[src/sv/vat_pkg.sv]
// Package for the variant allele trimmer: item types, command codes and constants.
// Used by vat_front, vat_back and variant_allele_trimmer. No dependencies.
package vat_pkg;

    // Input command codes
    localparam logic [1:0] CMD_REF  = 2'd0;
    localparam logic [1:0] CMD_ALT  = 2'd1;
    localparam logic [1:0] CMD_TRIM = 2'd2;

    localparam logic [7:0]  STAR_BYTE = 8'h2A;
    localparam logic [30:0] POS_MAX   = 31'h7FFF_FFFF;

    // Command queue between front and back
    localparam int QDEPTH = 4;
    localparam int QPTR_W = $clog2(QDEPTH);

    // Decoded operation carried through the queue
    typedef enum logic [1:0] {
        OP_REF  = 2'd0,
        OP_ALT  = 2'd1,
        OP_TRIM = 2'd2
    } op_t;

    // Input item
    typedef struct packed {
        logic [1:0]  cmd;
        logic [7:0]  base;
        logic        begin_first;
        logic [30:0] start_pos;
        logic [30:0] end_pos;
    } in_item_t;

    // Result item
    typedef struct packed {
        logic [8:0]  prefix_trim;
        logic [8:0]  suffix_trim;
        logic [30:0] new_start;
        logic [30:0] new_end;
        logic [8:0]  new_length;
        logic        skipped;
        logic        overflow;
    } out_item_t;

    // Queue entry
    typedef struct packed {
        op_t         op;
        logic [7:0]  base;
        logic        begin_first;
        logic [30:0] start_pos;
        logic [30:0] end_pos;
    } vat_cmd_t;

endpackage

[src/sv/vat_front.sv]
// Front end: accepts input items, decodes the command and queues valid ones.
// Depends on vat_pkg. Unused command codes are accepted and dropped here.
module vat_front
    import vat_pkg::*;
(
    input  logic     aclk,
    input  logic     aresetn,
    input  logic     s_valid,
    output logic     s_ready,
    input  in_item_t s_data,
    output logic     q_valid,
    input  logic     q_ready,
    output vat_cmd_t q_item
);

    vat_cmd_t             q_mem [QDEPTH];
    logic [QPTR_W:0]      wr_ptr_reg, wr_ptr_next;
    logic [QPTR_W:0]      rd_ptr_reg, rd_ptr_next;
    logic                 q_full, q_empty;
    logic                 keep;
    logic                 push, pop;
    vat_cmd_t             dec_item;

    assign q_empty = (wr_ptr_reg == rd_ptr_reg);
    assign q_full  = (wr_ptr_reg[QPTR_W] != rd_ptr_reg[QPTR_W]) &&
                     (wr_ptr_reg[QPTR_W-1:0] == rd_ptr_reg[QPTR_W-1:0]);

    assign s_ready = !q_full;
    assign q_valid = !q_empty;
    assign q_item  = q_mem[rd_ptr_reg[QPTR_W-1:0]];

    // Decode the command; unknown codes are not queued
    always_comb begin
        keep                 = 1'b1;
        dec_item.op          = OP_REF;
        dec_item.base        = s_data.base;
        dec_item.begin_first = s_data.begin_first;
        dec_item.start_pos   = s_data.start_pos;
        dec_item.end_pos     = s_data.end_pos;
        case (s_data.cmd)
            CMD_REF:  dec_item.op = OP_REF;
            CMD_ALT:  dec_item.op = OP_ALT;
            CMD_TRIM: dec_item.op = OP_TRIM;
            default:  keep = 1'b0;
        endcase
    end

    assign push = s_valid && s_ready && keep;
    assign pop  = q_valid && q_ready;

    assign wr_ptr_next = push ? wr_ptr_reg + 1'b1 : wr_ptr_reg;
    assign rd_ptr_next = pop  ? rd_ptr_reg + 1'b1 : rd_ptr_reg;

    // Queue pointers
    always_ff @(posedge aclk) begin
        if (!aresetn) begin
            wr_ptr_reg <= '0;
            rd_ptr_reg <= '0;
        end else begin
            wr_ptr_reg <= wr_ptr_next;
            rd_ptr_reg <= rd_ptr_next;
        end
    end

    // Queue storage
    always_ff @(posedge aclk) begin
        if (push) begin
            q_mem[wr_ptr_reg[QPTR_W-1:0]] <= dec_item;
        end
    end

endmodule

[config.mk]
export PLATFORM = sky130hd
export DESIGN_NAME = vat_front
export DESIGN_NICKNAME = d
export VERILOG_FILES = /design/src/sv/vat_pkg.sv /design/src/sv/vat_front.sv
export SDC_FILE = /design/constraint.sdc
export NUM_CORES = 1
export LEC_CHECK = 0
export ABC_CLOCK_PERIOD_IN_PS = 6150
export BUFFER_PORTS_ARGS = -buffer_cell sky130_fd_sc_hd__buf_2
export CAP_MARGIN = 20
export CORE_AREA = 3 3 126 159
export CTS_BUF_LIST = sky130_fd_sc_hd__clkbuf_8
export CTS_CLUSTER_SIZE = 30
export DETAILED_ROUTE_END_ITERATION = 12
export DIE_AREA = 0 0 129 162
export PLACE_DENSITY = 0.81
export SLEW_MARGIN = 20
export SYNTH_ARGS = -nofsm -noshare
export SYNTH_HDL_FRONTEND = slang
export SYNTH_SLANG_ARGS = --single-unit
[constraint.sdc]
create_clock -name aclk -period 6.15 [get_ports aclk]
set_clock_uncertainty 0.2 [all_clocks]
set_input_delay 0.3075 -clock aclk [delete_from_list [all_inputs] [get_ports aclk]]
set_output_delay 0.3075 -clock aclk [all_outputs]
set_load 0.02 [all_outputs]
==> metrics.yaml, run 1 <==
status: "finished clean"
cts.reportedPaths.clkPinSlew_ps: 60
synth_nets: 514
grt-ovfl-total: 0
cts_tree: "done"
max_freq_mhz: 291.2
synth_top_cell_by_area: "edfxtp_1"
h-tree-depth: 2
core_sq_mm: 0.01864
startpoint_type: "flop"
grt_pass1_vias: 5779
pre_cts_slack_ps: 3194
io_pins: 152
async_reset_ff_share_pct: 0
cts-buffers-inserted: 44
fin_setup_tns_ps: 0
row_count: 56
wl_per_cell_um: 21.77
chipHeight_um: 162
power.density_mw_per_mm2: 335.5
ant_nets: 0
worstMarginPinSlew_ps: 1088
min_period_ps: 3434
grtUsageTotal_pct: 20.29
synthToLayoutAreaGrowth_pct: 24.15
rrSetupSlack_ps: 3390
power_leakage_nw: 4.670
clkSinkCount: 300
worst_ep_arrival_time_ps: 2930
crit_type: "reg2out"
die_w_um: 129
reg2reg_depth: 4
clk_latency_ps: 540
r2r-start: "wr_ptr_reg[0]"
required_ps: 5640
clock_path_buffers: 3
holdBufCountCts: 77
final_nets: 777
finalMaxSlewViolations: 0
drtIter0Drc: 313
gp_congestion: 0.6955
period_share_pct: 55.83
worstHoldStart: "s_valid"
routed-via-count: 5324
synth-seq-cells: 300
synth_edf_count: 292
min_to: "wr_ptr_reg[1]"
slew_headroom_pct: 27.49
dp_hpwl_mm: 11.54
antenna_found_initial: 1
setup_violations: 0
drv_cap: 0
die-area_sq_mm: 0.02090
holdCritPathClass: "in2reg"
cts_resized: 0
nFillCells: 1074
path_max_fanout: 47
ir_worst_vdd_mv: 0.2471
yosysWarnings: 0
ys_seq_area_share_pct: 81.52
diodes: 0
floorplan.initialDensity_pct: 58.77
wl_mm: 20.87
reg2reg_to: "q_mem[3][69]"
synth.distinct_cells: 27
avgViaCountPerCell: 5.552
finalHoldViolations: 0
dp.cells: 801
instances_no_fill: 959
layout-drive-gt1-share_pct: 40.30
post-cts-setup-buffers: 0
ys.flop_type: "edfxtp_1"
holdPathStages: 4
grt_setup_unrepaired: "no"
grt_pass1_wl_mm: 32.00
syn_avg_cell_area_sq_um: 25.35
first_pass_iters: 4
fin_ws_ps: 2716
io_buffers: 151
synth_area_sq_mm: 0.01095
netlist_instances: 432
synth_area_leaders: "edfxtp_1 80%, mux4_2 15%, dfxtp_1 1.5%, ha_1 0.57%, buf_2 0.37%"
endpoint_kind: "output port"
synth_top_area_share_pct: 80.05
drc: 0
grt_max_degree: 74
cts-root-buf: "clkbuf_8"
holdWs_ps: 66.72
largest_register_ffs: 292
==> stage by stage <==
stage               total power, mW  instance area (sq um)  utilization, %
finish                        4.562                  13600           72.96
global route                  4.763                  13600           72.96
CTS                           4.597                  13520           72.52
detailed placement            3.167                  11970           64.22
global placement              3.148                  11970           64.22
floorplan                     2.928                  10950               -
==> critical path, cell delays in order, from the launching register on <==
cell,delay [ps]
dfxtp_4,970
buf_4,580
mux4_2,580
buf_2,180
==> report_power, final <==
part / switching [mW] / total, mW / internal [mW] / leakage, nW
Combinational: 0.381 / 0.737 / 0.355 / 1.49
Sequential: 0.0917 / 2.42 / 2.33 / 2.74
Clock: 0.697 / 1.40 / 0.704 / 0.442
==> synth_stat cells (2+ instances only) <==
| cell | n |
|---|---|
| a21oi_1 | 2 |
| and2_1 | 3 |
| buf_1 | 7 |
| buf_2 | 8 |
| dfxtp_1 | 8 |
| edfxtp_1 | 292 |
| ha_1 | 5 |
| inv_1 | 3 |
| mux2i_1 | 2 |
| mux4_2 | 73 |
| nand2_1 | 5 |
| nor2_1 | 5 |
| nor2b_1 | 2 |
| xnor2_1 | 2 |
| xor2_1 | 2 |
| xor2_2 | 2 |
==> layer usage <==
layer	GRT usage (%)	wire (um)
met1	25.16	7614
met5	0	7
met3	4.309	1050
met4	7.354	540
met2	35.40	11660
==> cells by family after synthesis <==
group,count (synthesis),share of synthesized area (%)
AO/OA/AOI/OAI,7,0.4570
AND/OR/NAND/NOR,20,0.8911
XOR/XNOR,6,0.6169
buffers and inverters,19,0.7539
adder cells (fa/ha/maj),5,0.5712
multiplexers,75,15.19
flip-flops,300,81.52
==> final cells by class <==
class                   count  area [sq um]  area share, %
clock inverters            31         128.9         0.9477
flip-flops and latches    300          8936          65.72
inverters                   3         11.26        0.08281
well taps                 232         290.3          2.135
multi-input cells         113          1961          14.42
clock buffers              47         646.9          4.757
repair buffers            233          1624          11.94
==> worst max-delay path by stage <==
stage                  endpoint  slack, ps
detailed placement   q_item[45]       3190
finish               q_item[45]       2720
global route         q_item[45]       2430
CTS                  q_item[45]       2600
floorplan           q_mem[3][0]       1140
global placement     q_item[45]       3210
==> layout by cell type (no fill, tap or decap), drive strengths merged, types with 3 or more instances in the layout <==
| cell | count |
|---|---|
| and2 | 3 |
| buf | 156 |
| clkbuf | 47 |
| clkinv | 16 |
| dfxtp | 8 |
| dlygate4sd3 | 77 |
| edfxtp | 292 |
| ha | 5 |
| inv | 16 |
| mux4 | 73 |
| nand2 | 5 |
| nor2 | 6 |
| xor2 | 4 |
No activity file was read; power rests on OpenSTA's default activity.
==> inputs of run 2 (changes only) <==
--- a/config.mk
+++ b/config.mk
@@ -5,15 +5,15 @@
 export SDC_FILE = /design/constraint.sdc
 export NUM_CORES = 1
 export LEC_CHECK = 0
-export ABC_CLOCK_PERIOD_IN_PS = 6150
+export ABC_CLOCK_PERIOD_IN_PS = 3100
 export BUFFER_PORTS_ARGS = -buffer_cell sky130_fd_sc_hd__buf_2
 export CAP_MARGIN = 20
-export CORE_AREA = 3 3 126 159
+export CORE_AREA = 3 3 133 167
 export CTS_BUF_LIST = sky130_fd_sc_hd__clkbuf_8
 export CTS_CLUSTER_SIZE = 30
 export DETAILED_ROUTE_END_ITERATION = 12
-export DIE_AREA = 0 0 129 162
-export PLACE_DENSITY = 0.81
+export DIE_AREA = 0 0 136 170
+export PLACE_DENSITY = 0.77
 export SLEW_MARGIN = 20
 export SYNTH_ARGS = -nofsm -noshare
 export SYNTH_HDL_FRONTEND = slang
==> constraint.sdc (replaced) <==
create_clock -name aclk -period 3.1 [get_ports aclk]
set_clock_uncertainty 0.2 [all_clocks]
set_input_delay 0.155 -clock aclk [delete_from_list [all_inputs] [get_ports aclk]]
set_output_delay 0.155 -clock aclk [all_outputs]
set_load 0.02 [all_outputs]
==> metrics.yaml, run 2 (same netlist as run 1, synthesis figures left out) <==
period_share_pct: 82.81
grt_pass1_vias: 5844  # was 5779
final_common_cell: "edfxtp_1"  # unchanged
power.density_mw_per_mm2: 658.0  # was 335.5 mW/mm^2
chipHeight_um: 170  # was 162 um
post-cts-setup-buffers: 0  # unchanged
h-tree-depth: 2  # unchanged
multi_input_area_sq_mm: 0.001961  # unchanged
ir_worst_vdd_mv: 0.3318  # was 0.2471 mV
reg2reg_to: "q_mem[1][13]"  # was q_mem[3][69]
worstHoldStart: "s_data[65]"  # was s_valid
ant_nets: 0  # unchanged
cts-root-buf: "clkbuf_8"  # unchanged
status: "finished clean"  # unchanged
dp_hpwl_mm: 11.90  # was 11.54 mm
pre_cts_slack_ps: 734.1  # was 3194 ps
layout_common_cells: "292 x edfxtp_1, 151 x buf_2, 77 x dlygate4sd3_1"  # unchanged
min_period_ps: 2567
finalMaxSlewViolations: 0  # unchanged
endpoint_kind: "output port"  # unchanged
path_max_fanout: 27  # was 47
row_count: 59  # was 56
first_pass_iters: 4  # unchanged
clk_latency_ps: 500  # was 540 ps
avgViaCountPerCell: 5.381  # was 5.552
floorplan.initialDensity_pct: 52.61  # was 58.77%
die-area_sq_mm: 0.02312  # was 0.02090 sq mm
wl_per_cell_um: 20.67  # was 21.77 um
critPathSlowestCell: "dfxtp_4"  # unchanged
grt_pass1_wl_mm: 32.19  # was 32.00 mm
io_pins: 152  # unchanged
final_nets: 778  # was 777
grt_max_degree: 74  # unchanged
io_buffers: 151  # unchanged
startpoint_type: "flop"  # unchanged
crit_chain: "buf_12 -> mux4_2 -> buf_2"  # was buf_4 -> mux4_2 -> buf_2
worstMarginPinSlew_ps: 711.5  # was 1088 ps
finalHoldViolations: 0  # unchanged
synthToLayoutAreaGrowth_pct: 24.72  # was 24.15%
max_stage_delay_ps: 640  # was 970 ps
holdCritPathClass: "in2reg"  # unchanged
clock_path_buffers: 3  # unchanged
cts_resized: 0  # unchanged
drv_cap: 0  # unchanged
largest_register_ffs: 292  # unchanged
drtIter0Drc: 396  # was 313
drc: 0  # unchanged
crit_type: "reg2out"  # unchanged
slew_headroom_pct: 52.57  # was 27.49%
reg2reg_depth: 4  # unchanged
gp_congestion: 0.7870  # was 0.6955
setup_violations: 0  # unchanged
power_mw: 8.988  # was 4.562 mW
power_leakage_nw: 4.661  # was 4.670 nW
grt-ovfl-total: 0  # unchanged
fin_ws_ps: 532.9  # was 2716 ps
worst_ep_arrival_time_ps: 2210  # was 2930 ps
routed-via-count: 5354  # was 5324
grt_setup_unrepaired: "no"  # unchanged
cts-buffers-inserted: 42  # was 44
rrSetupSlack_ps: 740  # was 3390 ps
setup.worst_path.end: "q_item[46]"  # was q_item[45]
fin_setup_tns_ps: 0  # unchanged
required_ps: 2740  # was 5640 ps
r2r-start: "wr_ptr_reg[0]"  # unchanged
nFillCells: 1376  # was 1074
grtUsageTotal_pct: 18.15  # was 20.29%
max_freq_mhz: 389.6
core_sq_mm: 0.02082  # was 0.01864 sq mm
cts.reportedPaths.clkPinSlew_ps: 60  # about the same
seqCellArea_sq_mm: 0.008936  # unchanged
antenna_found_initial: 0  # was 1
cts_tree: "done"  # unchanged
clkSinkCount: 300  # unchanged
layout-drive-gt1-share_pct: 40.64  # was 40.30%
diodes: 0  # unchanged
wl_mm: 20.56  # was 20.87 mm
die_w_um: 136  # was 129 um
==> run 2: changes by cell type in the layout (fill, tap and decap cells not counted), sizes merged <==
cell      delta
clkinv       -6
buf          +3
inv          -2
clkinvlp     -1
==> run 2: worst min-delay path by stage <==
stage	endpoint	slack, ps	cells past startpoint
after floorplan	q_mem[0][0]	50	0
after global placement	q_mem[3][6]	170	1
after detailed placement	q_mem[1][34]	170	1
after CTS	q_mem[3][62]	170	2
after global routing	q_mem[3][26]	190	2
final	q_mem[0][65]	200	2
==> run 2: final cells by class <==
type / instances / area share (%)
tap: 274 / 2.510
clock buffer: 47 / 4.735
inverter: 3 / 0.08243
clock inverter: 22 / 0.6503
sequential: 300 / 65.41
multi-input combinational: 113 / 14.35
timing repair buffer: 236 / 12.26
==> run 2: worst max-delay path: cells and delay by family (launching register included) <==
| family | cells | cell delay (ps) |
|---|---|---|
| flip-flops | 1 | 640 |
| buffers and inverters | 2 | 480 |
| multiplexers | 1 | 570 |
==> run 2: per-layer routing <==
layer / track usage, % / share of wire [%] / vias up / wire length, um
met5: 0 / 0 / - / 0
met4: 5.875 / 1.7 / 0 / 346
met3: 4.021 / 6.8 / 28 / 1401
met2: 29.96 / 52 / 192 / 10630
met1: 24.49 / 40 / 2761 / 8191
li1: - / - / 2373 / -
==> run 2: where the power goes <==
group	switching, mW	internal (mW)
Sequential	0.114	4.63
Clock	1.31	1.37
Combinational	0.838	0.727
==> run 2: stage by stage <==
stage	std cells	hold WS [ps]	area [sq um]	utilization [%]
CTS	995	172.0	13660	65.62
detailed placement	849	172.3	12150	58.38
global route	995	190.4	13660	65.62
global placement	849	165.7	12150	58.38
floorplan	432	53.87	10970	-
finish	995	200.0	13660	65.62
==> run 2: repair_timing <==
| item | 4_1_cts | 5_1_grt |
|---|---|---|
| hold buffers | 77 | 0 |
| hold endpoints to repair | 300 | 0 |
| setup endpoints to repair | 0 | 0 |
